==> src/rtl/clcd_pkg.sv <==
// ----------------------------------------------------------------------------
// clcd_pkg
// shared types, command bytes and lookup functions for the lcd sequencer
// ----------------------------------------------------------------------------
package clcd_pkg;

    // field widths
    localparam int ACTION_W   = 3;
    localparam int MODE_W     = 2;
    localparam int COLUMN_W   = 6;
    localparam int ROW_W      = 3;
    localparam int CHAR_W     = 8;
    localparam int CPL_W      = 6;
    localparam int LINES_W    = 3;
    localparam int SETTLE_W   = 12;
    localparam int STEP_W     = 6;
    localparam int VCOL_W     = 8;
    localparam int CFG_IDX_W  = 1;
    localparam int CFG_DATA_W = 6;
    localparam int S_TDATA_W  = 24;
    localparam int M_TDATA_W  = 24;

    // job queue between front and back
    localparam int JOBQ_DEPTH = 2;
    localparam int JOBQ_AW    = $clog2(JOBQ_DEPTH);
    localparam int JOBQ_CW    = $clog2(JOBQ_DEPTH + 1);

    // register indexes and reset values
    localparam logic [CFG_IDX_W-1:0] REG_CHARS_PER_LINE = 1'd0;
    localparam logic [CFG_IDX_W-1:0] REG_LINE_COUNT     = 1'd1;
    localparam logic [CPL_W-1:0]     CPL_RESET          = 6'd16;
    localparam logic [LINES_W-1:0]   LINES_RESET        = 3'd2;

    // panel command bytes
    localparam logic [7:0] CMD_INIT_NIBBLE  = 8'h02;
    localparam logic [7:0] CMD_FUNC_SET     = 8'h28;
    localparam logic [7:0] CMD_CLEAR        = 8'h01;
    localparam logic [7:0] CMD_HOME         = 8'h02;
    localparam logic [7:0] CMD_LINE0        = 8'h80;
    localparam logic [7:0] CMD_LINE1        = 8'hC0;
    localparam logic [7:0] CMD_DISP_OFF     = 8'h08;
    localparam logic [7:0] CMD_DISP_ON      = 8'h0C;
    localparam logic [7:0] CMD_DISP_CURSOR  = 8'h0E;
    localparam logic [7:0] CMD_DISP_BLINK   = 8'h0F;
    localparam logic [7:0] CMD_SHIFT_RIGHT  = 8'h14;

    localparam logic [SETTLE_W-1:0] SETTLE_US      = 12'd1024;
    localparam logic [SETTLE_W-1:0] SETTLE_INIT_US = 12'd2048;
    localparam logic [VCOL_W-1:0]   MAX_VIRT_COL   = 8'd39;
    localparam logic [STEP_W-1:0]   INIT_LAST_STEP = 6'd4;

    typedef enum logic [ACTION_W-1:0] {
        ACT_INIT   = 3'd0,
        ACT_CLEAR  = 3'd1,
        ACT_HOME   = 3'd2,
        ACT_MODE   = 3'd3,
        ACT_CURSOR = 3'd4,
        ACT_PRINT  = 3'd5
    } action_t;

    typedef enum logic [1:0] {
        JOB_REJECT = 2'd0,
        JOB_INIT   = 2'd1,
        JOB_SINGLE = 2'd2,
        JOB_CURSOR = 2'd3
    } job_kind_t;

    typedef struct packed {
        job_kind_t         kind;
        logic              rs;
        logic [7:0]        value;
        logic [STEP_W-1:0] last_step;
    } job_t;

    // queue status seen by the top level and the back
    typedef struct packed {
        logic full;
        logic empty;
    } jobq_status_t;

    typedef enum logic {
        BACK_IDLE = 1'b0,
        BACK_RUN  = 1'b1
    } back_state_t;

    function automatic logic [7:0] mode_cmd(input logic [MODE_W-1:0] mode);
        logic [7:0] cmd;
        case (mode)
            2'd0:    cmd = CMD_DISP_OFF;
            2'd1:    cmd = CMD_DISP_ON;
            2'd2:    cmd = CMD_DISP_CURSOR;
            default: cmd = CMD_DISP_BLINK;
        endcase
        return cmd;
    endfunction

    function automatic logic [7:0] init_byte(input logic [2:0] step);
        logic [7:0] b;
        case (step)
            3'd0:    b = CMD_INIT_NIBBLE;
            3'd1:    b = CMD_FUNC_SET;
            3'd2:    b = CMD_CLEAR;
            3'd3:    b = CMD_LINE0;
            default: b = CMD_DISP_ON;
        endcase
        return b;
    endfunction

endpackage

==> src/rtl/clcd_front.sv <==
// ----------------------------------------------------------------------------
// clcd_front
// request classification, config registers and initialized flag
// ----------------------------------------------------------------------------
module clcd_front (
    input  logic                              clk,
    input  logic                              rst_n,
    input  logic                              cfg_we,
    input  logic [clcd_pkg::CFG_IDX_W-1:0]    cfg_index,
    input  logic [clcd_pkg::CFG_DATA_W-1:0]   cfg_data,
    input  logic                              push,
    input  logic [clcd_pkg::ACTION_W-1:0]     action,
    input  logic [clcd_pkg::MODE_W-1:0]       disp_sel,
    input  logic [clcd_pkg::COLUMN_W-1:0]     column,
    input  logic [clcd_pkg::ROW_W-1:0]        row,
    input  logic [clcd_pkg::CHAR_W-1:0]       char_code,
    output clcd_pkg::job_t                    job
);
    import clcd_pkg::*;

    logic [CPL_W-1:0]   chars_per_line_reg;
    logic [LINES_W-1:0] line_count_reg;
    logic               initialized_reg;
    logic               initialized_next;

    logic [VCOL_W-1:0]  row_offset;
    logic [VCOL_W-1:0]  vcol;
    logic               cfg_bad;
    logic               cursor_bad;

    always_ff @(posedge clk or negedge rst_n) begin
        if (!rst_n) begin
            chars_per_line_reg <= CPL_RESET;
            line_count_reg     <= LINES_RESET;
        end
        else if (cfg_we) begin
            if (cfg_index == REG_CHARS_PER_LINE)
                chars_per_line_reg <= cfg_data[CPL_W-1:0];
            if (cfg_index == REG_LINE_COUNT)
                line_count_reg <= cfg_data[LINES_W-1:0];
        end
    end

    always_ff @(posedge clk or negedge rst_n) begin
        if (!rst_n)
            initialized_reg <= 1'b0;
        else if (push)
            initialized_reg <= initialized_next;
    end

    // rows past the first pair continue the two hardware lines
    assign row_offset = VCOL_W'(row[ROW_W-1:1]) * VCOL_W'(chars_per_line_reg);
    assign vcol       = VCOL_W'(column) + row_offset;
    assign cfg_bad    = (chars_per_line_reg == '0) || (line_count_reg == '0);
    assign cursor_bad = (column >= COLUMN_W'(chars_per_line_reg))
                     || (row >= line_count_reg)
                     || (vcol > MAX_VIRT_COL);

    always_comb begin
        job.kind         = JOB_REJECT;
        job.rs           = 1'b0;
        job.value        = '0;
        job.last_step    = '0;
        initialized_next = initialized_reg;
        unique case (action)
            ACT_INIT: begin
                if (cfg_bad) begin
                    initialized_next = 1'b0;
                end
                else begin
                    job.kind         = JOB_INIT;
                    job.last_step    = INIT_LAST_STEP;
                    initialized_next = 1'b1;
                end
            end
            ACT_CLEAR: begin
                if (initialized_reg) begin
                    job.kind  = JOB_SINGLE;
                    job.value = CMD_CLEAR;
                end
            end
            ACT_HOME: begin
                if (initialized_reg) begin
                    job.kind  = JOB_SINGLE;
                    job.value = CMD_HOME;
                end
            end
            ACT_MODE: begin
                if (initialized_reg) begin
                    job.kind  = JOB_SINGLE;
                    job.value = mode_cmd(disp_sel);
                end
            end
            ACT_CURSOR: begin
                if (initialized_reg && !cursor_bad) begin
                    job.kind      = JOB_CURSOR;
                    job.value     = row[0] ? CMD_LINE1 : CMD_LINE0;
                    job.last_step = vcol[STEP_W-1:0];
                end
            end
            ACT_PRINT: begin
                if (initialized_reg) begin
                    job.kind  = JOB_SINGLE;
                    job.rs    = 1'b1;
                    job.value = char_code;
                end
            end
            default: ;
        endcase
    end

endmodule

==> src/rtl/clcd_jobq.sv <==
// ----------------------------------------------------------------------------
// clcd_jobq
// short job queue between the front and the back
// ----------------------------------------------------------------------------
module clcd_jobq (
    input  logic                   clk,
    input  logic                   rst_n,
    input  logic                   push,
    input  clcd_pkg::job_t         push_job,
    input  logic                   pop,
    output clcd_pkg::job_t         head,
    output clcd_pkg::jobq_status_t status
);
    import clcd_pkg::*;

    job_t               mem_reg [JOBQ_DEPTH];
    logic [JOBQ_AW-1:0] wr_ptr_reg;
    logic [JOBQ_AW-1:0] rd_ptr_reg;
    logic [JOBQ_CW-1:0] count_reg;

    function automatic logic [JOBQ_AW-1:0] ptr_inc(input logic [JOBQ_AW-1:0] p);
        return (p == JOBQ_AW'(JOBQ_DEPTH - 1)) ? '0 : p + 1'b1;
    endfunction

    always_ff @(posedge clk) begin
        if (push)
            mem_reg[wr_ptr_reg] <= push_job;
    end

    always_ff @(posedge clk or negedge rst_n) begin
        if (!rst_n) begin
            wr_ptr_reg <= '0;
            rd_ptr_reg <= '0;
            count_reg  <= '0;
        end
        else begin
            if (push)
                wr_ptr_reg <= ptr_inc(wr_ptr_reg);
            if (pop)
                rd_ptr_reg <= ptr_inc(rd_ptr_reg);
            if (push && !pop)
                count_reg <= count_reg + 1'b1;
            else if (pop && !push)
                count_reg <= count_reg - 1'b1;
        end
    end

    assign head         = mem_reg[rd_ptr_reg];
    assign status.full  = (count_reg == JOBQ_CW'(JOBQ_DEPTH));
    assign status.empty = (count_reg == '0);

endmodule

==> src/rtl/clcd_back.sv <==
// ----------------------------------------------------------------------------
// clcd_back
// expands one job into its run of panel transfers, or one rejection, through an output register
// ----------------------------------------------------------------------------
module clcd_back (
    input  logic                              clk,
    input  logic                              rst_n,
    input  clcd_pkg::job_t                    head,
    input  clcd_pkg::jobq_status_t            status,
    output logic                              pop,
    output logic                              m_tvalid,
    input  logic                              m_tready,
    output logic [clcd_pkg::M_TDATA_W-1:0]    m_tdata,
    output logic                              m_tuser,
    output logic                              m_tlast
);
    import clcd_pkg::*;

    back_state_t          state_reg, state_next;
    job_t                 job_reg, job_next;
    logic [STEP_W-1:0]    step_reg, step_next;

    logic                 m_tvalid_reg, m_tvalid_next;
    logic [M_TDATA_W-1:0] m_tdata_reg, m_tdata_next;
    logic                 m_tuser_reg, m_tuser_next;
    logic                 m_tlast_reg, m_tlast_next;

    logic                 out_free;
    logic                 is_last;
    logic                 r_transfer;
    logic                 r_rs;
    logic [7:0]           r_value;
    logic                 r_single;
    logic [SETTLE_W-1:0]  r_settle;

    assign out_free = !m_tvalid_reg || m_tready;
    assign is_last  = (step_reg == job_reg.last_step);

    // result of the current step
    always_comb begin
        r_transfer = 1'b1;
        r_rs       = 1'b0;
        r_value    = job_reg.value;
        r_single   = 1'b0;
        r_settle   = SETTLE_US;
        unique case (job_reg.kind)
            JOB_REJECT: begin
                r_transfer = 1'b0;
                r_value    = '0;
                r_settle   = '0;
            end
            JOB_INIT: begin
                r_value  = init_byte(step_reg[2:0]);
                r_single = (step_reg == '0);
                r_settle = (step_reg == '0) ? SETTLE_INIT_US : SETTLE_US;
            end
            JOB_SINGLE: begin
                r_rs = job_reg.rs;
            end
            JOB_CURSOR: begin
                r_value = (step_reg == '0) ? job_reg.value : CMD_SHIFT_RIGHT;
            end
            default: ;
        endcase
    end

    always_ff @(posedge clk or negedge rst_n) begin
        if (!rst_n) begin
            state_reg    <= BACK_IDLE;
            m_tvalid_reg <= 1'b0;
        end
        else begin
            state_reg    <= state_next;
            m_tvalid_reg <= m_tvalid_next;
        end
    end

    always_ff @(posedge clk) begin
        job_reg     <= job_next;
        step_reg    <= step_next;
        m_tdata_reg <= m_tdata_next;
        m_tuser_reg <= m_tuser_next;
        m_tlast_reg <= m_tlast_next;
    end

    always_comb begin
        state_next    = state_reg;
        job_next      = job_reg;
        step_next     = step_reg;
        pop           = 1'b0;
        m_tvalid_next = m_tvalid_reg && !m_tready;
        m_tdata_next  = m_tdata_reg;
        m_tuser_next  = m_tuser_reg;
        m_tlast_next  = m_tlast_reg;
        unique case (state_reg)
            BACK_IDLE: begin
                if (!status.empty) begin
                    pop        = 1'b1;
                    job_next   = head;
                    step_next  = '0;
                    state_next = BACK_RUN;
                end
            end
            BACK_RUN: begin
                if (out_free) begin
                    m_tvalid_next = 1'b1;
                    m_tdata_next  = {1'b0, r_transfer, r_settle, r_single,
                                     r_value, r_transfer};
                    m_tuser_next  = r_rs;
                    m_tlast_next  = is_last;
                    if (is_last)
                        state_next = BACK_IDLE;
                    else
                        step_next = step_reg + 1'b1;
                end
            end
            default: state_next = BACK_IDLE;
        endcase
    end

    assign m_tvalid = m_tvalid_reg;
    assign m_tdata  = m_tdata_reg;
    assign m_tuser  = m_tuser_reg;
    assign m_tlast  = m_tlast_reg;

endmodule

==> src/rtl/char_lcd_4bit_command_sequencer.sv <==
// ----------------------------------------------------------------------------
// char_lcd_4bit_command_sequencer
// turns lcd requests into runs of 4-bit-mode panel transfers
// ----------------------------------------------------------------------------
//
// channel   direction  handshake            payload
// -------   ---------  ---------            -------
// s_*       in         s_tvalid / s_tready  one request (action in s_tuser)
// m_*       out        m_tvalid / m_tready  one transfer or rejection, tlast ends it
// cfg_*     in         cfg_we               chars_per_line, line_count
//
// the front classifies a request in the cycle it is accepted and pushes one job
// into a two-entry queue; s_tready is low only while that queue is full.
// the back loads a job from the queue while idle, then emits one result per cycle while
// m_tready is high, up to the job's last step; a rejection job gives a single result.
// a stalled m_tready holds the output register and the back; the front keeps accepting
// until the queue fills. reset clears queue, flag and output valid, config to 16 x 2.
//
module char_lcd_4bit_command_sequencer (
    input  logic                              clk,
    input  logic                              rst_n,
    // configuration writes
    input  logic                              cfg_we,
    input  logic [clcd_pkg::CFG_IDX_W-1:0]    cfg_index,
    input  logic [clcd_pkg::CFG_DATA_W-1:0]   cfg_data,
    // request stream
    input  logic                              s_tvalid,
    output logic                              s_tready,
    // disp_sel[1:0], column[7:2], row[10:8], char_code[18:11], zero pad
    input  logic [clcd_pkg::S_TDATA_W-1:0]    s_tdata,
    // action[2:0]
    input  logic [clcd_pkg::ACTION_W-1:0]     s_tuser,
    // transfer stream
    output logic                              m_tvalid,
    input  logic                              m_tready,
    // transfer[0], value[8:1], single_nibble[9], settle_us[21:10], ok[22], pad
    output logic [clcd_pkg::M_TDATA_W-1:0]    m_tdata,
    // register_select
    output logic                              m_tuser,
    output logic                              m_tlast
);
    import clcd_pkg::*;

    logic         push;
    logic         pop;
    job_t         new_job;
    job_t         head_job;
    jobq_status_t q_status;

    // a request transfer happens whenever s_tvalid is high and the queue has room
    assign s_tready = !q_status.full;
    assign push     = s_tvalid && s_tready;

    // front: classify the request and track the initialized flag
    clcd_front u_front (
        .clk          (clk),
        .rst_n        (rst_n),
        .cfg_we       (cfg_we),
        .cfg_index    (cfg_index),
        .cfg_data     (cfg_data),
        .push         (push),
        .action       (s_tuser),
        .disp_sel     (s_tdata[1:0]),
        .column       (s_tdata[7:2]),
        .row          (s_tdata[10:8]),
        .char_code    (s_tdata[18:11]),
        .job          (new_job)
    );

    // queue decouples request acceptance from transfer output
    clcd_jobq u_jobq (
        .clk      (clk),
        .rst_n    (rst_n),
        .push     (push),
        .push_job (new_job),
        .pop      (pop),
        .head     (head_job),
        .status   (q_status)
    );

    // back: walk the job one transfer per cycle while the output register is free
    clcd_back u_back (
        .clk      (clk),
        .rst_n    (rst_n),
        .head     (head_job),
        .status   (q_status),
        .pop      (pop),
        .m_tvalid (m_tvalid),
        .m_tready (m_tready),
        .m_tdata  (m_tdata),
        .m_tuser  (m_tuser),
        .m_tlast  (m_tlast)
    );

`ifndef SYNTHESIS
    // a rejection is always a single, final result
    assert property (@(posedge clk) disable iff (!rst_n)
        m_tvalid && !m_tdata[22] |-> m_tlast && !m_tdata[0])
    else $error("rejection result not final or carries a transfer");

    // the init nibble is never the end of a run and always gets the long settle
    assert property (@(posedge clk) disable iff (!rst_n)
        m_tvalid && m_tdata[9] |-> !m_tlast && m_tdata[21:10] == SETTLE_INIT_US)
    else $error("init nibble result malformed");

    // the back never pops an empty queue
    assert property (@(posedge clk) disable iff (!rst_n)
        pop |-> !q_status.empty)
    else $error("job queue underflow");

    // a full queue and a pop leave room on the next cycle
    assert property (@(posedge clk) disable iff (!rst_n)
        q_status.full && pop |=> s_tready)
    else $error("queue slot not freed after pop");
`endif

endmodule
==> config.mk <==
export PLATFORM = sky130hd
export DESIGN_NAME = char_lcd_4bit_command_sequencer
export DESIGN_NICKNAME = d
export VERILOG_FILES = /design/src/rtl/clcd_pkg.sv /design/src/rtl/clcd_front.sv /design/src/rtl/clcd_jobq.sv /design/src/rtl/clcd_back.sv /design/src/rtl/char_lcd_4bit_command_sequencer.sv
export SDC_FILE = /design/constraint.sdc
export NUM_CORES = 1
export LEC_CHECK = 0
export ABC_AREA = 1
export BUFFER_PORTS_ARGS = -buffer_cell sky130_fd_sc_hd__buf_2
export CAP_MARGIN = 15
export CELL_PAD_IN_SITES_DETAIL_PLACEMENT = 1
export CELL_PAD_IN_SITES_GLOBAL_PLACEMENT = 1
export CORE_ASPECT_RATIO = 1.2
export CORE_MARGIN = 5
export CORE_UTILIZATION = 35
export DETAILED_ROUTE_END_ITERATION = 10
export MAX_ROUTING_LAYER = met4
export PLACE_DENSITY = 0.74
export SETUP_SLACK_MARGIN = 0.1
export SYNTH_ARGS = -nofsm -noshare
export SYNTH_HDL_FRONTEND = slang
export SYNTH_SLANG_ARGS = --single-unit
==> constraint.sdc <==
create_clock -name clk -period 7.01 [get_ports clk]
set_input_delay 0 -clock clk [delete_from_list [all_inputs] [get_ports clk]]
set_output_delay 0 -clock clk [all_outputs]
set_load 0.02 [all_outputs]
==> results.ini <==
[run_status]
status = complete, no violations

[route]
met1_length_um = 3538
vias = 3146
highest_layer = met4
first_pass_iters = 4
drc = 0
wl_met2_um = 5350
dr_wl_met3_um = 402
routed_wl_um = 9633
wl_per_cell_um = 13.96
antenna_left = 0
drt_iter0_drc = 105
post_drt_via_cell_ratio = 4.559

[global_routing]
antenna_found_initial = 0
grt_use_total_pct = 13.96
globalRoute.totalOverflow = 0
grt_max_degree = 20
grt_pass1_wl_um = 16010
grt_pass1_vias = 3426

[cells_and_area]
final_util_pct = 41.89
drive_gt1_share_pct = 15.02
synthToLayoutAreaGrowth_pct = 18.42
multi_input_area_um2 = 1525
fillers = 1444
num_antenna_cells = 0
nNetsFinal = 588
area.sequential_um2 = 2535
largest_register_ffs = 34

[yosys]
async_flop_share_pct = 18.39
synth_edf_count = 71
synth_cells = 453
synth_cell_types = 35
ys.flop_type = edfxtp_1
ys_seq_elements = 87
syn_area_um2 = 4422
ys_seq_area_share_pct = 57.33
synth_area_per_cell_um2 = 9.761
yosysWarnings = 0

[clock_network]
cts_resized = 0
clk_latency_ps = 340
cts_sinks = 87
clock_path_buffers = 2
cts_buffers = 9
clkSlewWorstSetupHoldPaths_ps = 60
root_buffer = clkbuf_16
cts_tree = done
h-tree-depth = 3

[pwr]
p_leak_nw = 2.488
combPwrFrac_pct = 23.0
sw_frac_of_total_pct = 31.72
p_int_w = 0.001083
p_sw_w = 0.0005031
finalPower_w = 0.001586
powerDensity_nw_per_um2 = 302.9
power_frac_seq_pct = 46.8
ir_worst_vdd_mv = 0.1197
p_clk_share_pct = 30.2

[setup_path]
cpMaxStageDelayCell = fa_1
cp.depth = 14
cp_data_arrival_time_ps = 2910
timing.rr.start = u_front.chars_per_line_reg[0]$_DFFE_PN0P_
required_ps = 7190
path_common_cell = nand2_1
critPathMaxStageDelay_ps = 500
critPathBufInv = 2
cp-end-kind = register
crit_type = reg2reg
cp_cell_sequence = nand2_1 > fa_1 > inv_1 > ha_1 > fa_1 > nand3_1 > nand2_1 > nand2_1 > nand3_1 > nand2_1 > inv_1 > nor2_4 > nand2_4 > nor2_1
reg2reg_slack_ps = 4280
rr_worst_depth = 14
r2r-end = u_jobq.mem_reg[0][0]$_DFFE_PP_
cp_top_family = adder cells
start_kind = register
crit_fanout = 8

[place]
pre_cts_ws_ps = 4291
port_buffers = 50
post-dp-hpwl_um = 7299
gp_congestion = 0.8724

[sta]
fin_setup_tns_ps = 0
setup_viol = 0
fin_crit_sh_pct = 38.92
drv_slew = 0
finalHoldViolCount = 0
layout_setup_ws_ps = 4282
finalClockSkew_ps = 8.033
period_needed_ps = 2728
worstMarginPinSlew_ps = 864.5
clock.fmax_mhz = 366.5
grt_setup_unrepaired = no
slew_headroom_pct = 41.76

[floorplanning]
rows = 45
die_x_um = 112.6
fp.dieArea_um2 = 14990
io_pins = 67
start_util_pct = 35.38
core-area_um2 = 12500
die_h_um = 133.1

[run]
maxCapViolCount = 0

[worst_hold_path]
whs_endpoint = u_jobq.mem_reg[1][13]$_DFFE_PP_
holdCritStartpoint = s_tdata[18]
hold_class = in2reg
hold_depth = 3

-- layout by cell type, fill, tap and decap left out, types with 2 or more instances in the layout --
master / count
a21oi_1: 13
buf_2: 50
buf_4: 3
clkbuf_16: 9
clkinvlp_4: 3
conb_1: 11
dfrtp_1: 14
dfstp_2: 2
dlygate4sd3_1: 11
edfxtp_1: 71
fa_1: 6
ha_1: 22
inv_1: 74
inv_2: 2
nand2_1: 131
nand3_1: 23
nand3b_1: 2
nand4_1: 2
nor2_1: 34
nor2_2: 2
nor3_1: 2
o21ai_0: 14
xnor2_1: 4
xor2_1: 4
-- cell families after synthesis --
family | after synthesis | share of synthesized area [%]
AOI/OAI and AO/OA | 32 | 3.990
xor gates and xnor gates | 8 | 1.584
adders and majority gates | 28 | 8.942
buffers and inverters | 94 | 9.027
DFF | 87 | 57.33
other | 1 | 0.08481
and+or+nand+nor | 203 | 19.04
-- synthesized netlist by cell type, types with 2 or more instances --
library cell  instances  share of area (%)
nand2_1             131                 11
buf_4                12                2.0
fa_1                  6                2.7
inv_1                74                6.3
inv_2                 2               0.17
xnor2_1               4               0.79
a21oi_1              13                1.5
clkbuf_1              4               0.34
nand3_1              23                2.6
xor2_1                4               0.79
dfrtp_1              14                7.9
nand3b_1              2               0.34
nor2_1               34                2.9
edfxtp_1             71                 48
o21ai_0              14                1.6
nand4_1               2               0.28
dfstp_2               2                1.2
ha_1                 22                6.2
nor2_2                2               0.28
nor3_1                2               0.23
-- worst max path at each step --
stage / startpoint / end / slack (ps)
floorplan: u_front.chars_per_line_reg[0]$_DFFE_PN0P_ / u_jobq.mem_reg[0][0]$_DFFE_PP_ / 4550
global placement: u_front.chars_per_line_reg[0]$_DFFE_PN0P_ / u_jobq.mem_reg[0][5]$_DFFE_PP_ / 4390
detailed placement: u_front.chars_per_line_reg[0]$_DFFE_PN0P_ / u_jobq.mem_reg[1][0]$_DFFE_PP_ / 4290
CTS: u_front.chars_per_line_reg[0]$_DFFE_PN0P_ / u_jobq.mem_reg[0][0]$_DFFE_PP_ / 4250
global route: u_front.chars_per_line_reg[0]$_DFFE_PN0P_ / u_jobq.mem_reg[1][4]$_DFFE_PP_ / 4080
finish: u_front.chars_per_line_reg[0]$_DFFE_PN0P_ / u_jobq.mem_reg[0][0]$_DFFE_PP_ / 4280
-- metrics by stage --
step           instances  hold slack [ps]  cell area [µm²]
5_1_grt              690            8.937             5236
4_1_cts              690            2.195             5236
2_1_floorplan        463           -295.6             4459
3_3_place_gp         663           -38.61             4827
6_report             690            12.18             5236
3_5_place_dp         663           -32.09             4827
-- power groups by stage --
stage | Clock (W) | Sequential, W | Combinational (W)
4_1_cts | 0.000493 | 0.000743 | 0.000374
6_report | 0.000479 | 0.000742 | 0.000365
2_1_floorplan | 0 | 0.000732 | 0.000267
3_3_place_gp | 0 | 0.000746 | 0.000342
3_5_place_dp | 0 | 0.000753 | 0.000364
5_1_grt | 0.000520 | 0.000752 | 0.000422
-- cell type report --
type	count	area share, %
flip-flops and latches	87	48.41
clock inverters	6	1.338
multi-input cells	282	29.13
repair buffers	64	7.312
well taps	164	3.919
inverters	77	5.520
clock buffers	10	4.373
-- metal layers --
layer / up-vias / GRT usage [%]
met1: 1487 / 12.98
met4: 0 / 7.014
met3: 29 / 3.453
li1: 1560 / -
met5: - / -
met2: 70 / 26.12
-- worst register-to-register path: cells and delay by family (launching register included) --
| kind | cells | cell delay [ps] |
|---|---|---|
| fa+ha+maj | 3 | 1150 |
| buf+inv | 2 | 100 |
| flops | 1 | 420 |
| simple gates | 9 | 910 |
-- repair_timing --
action | 4_1_cts | 5_1_grt
hold endpoints to repair | 32 | 0
hold buffers | 11 | 0
setup buffers | 0 | 0
No activity file was read; power rests on OpenSTA's default activity.
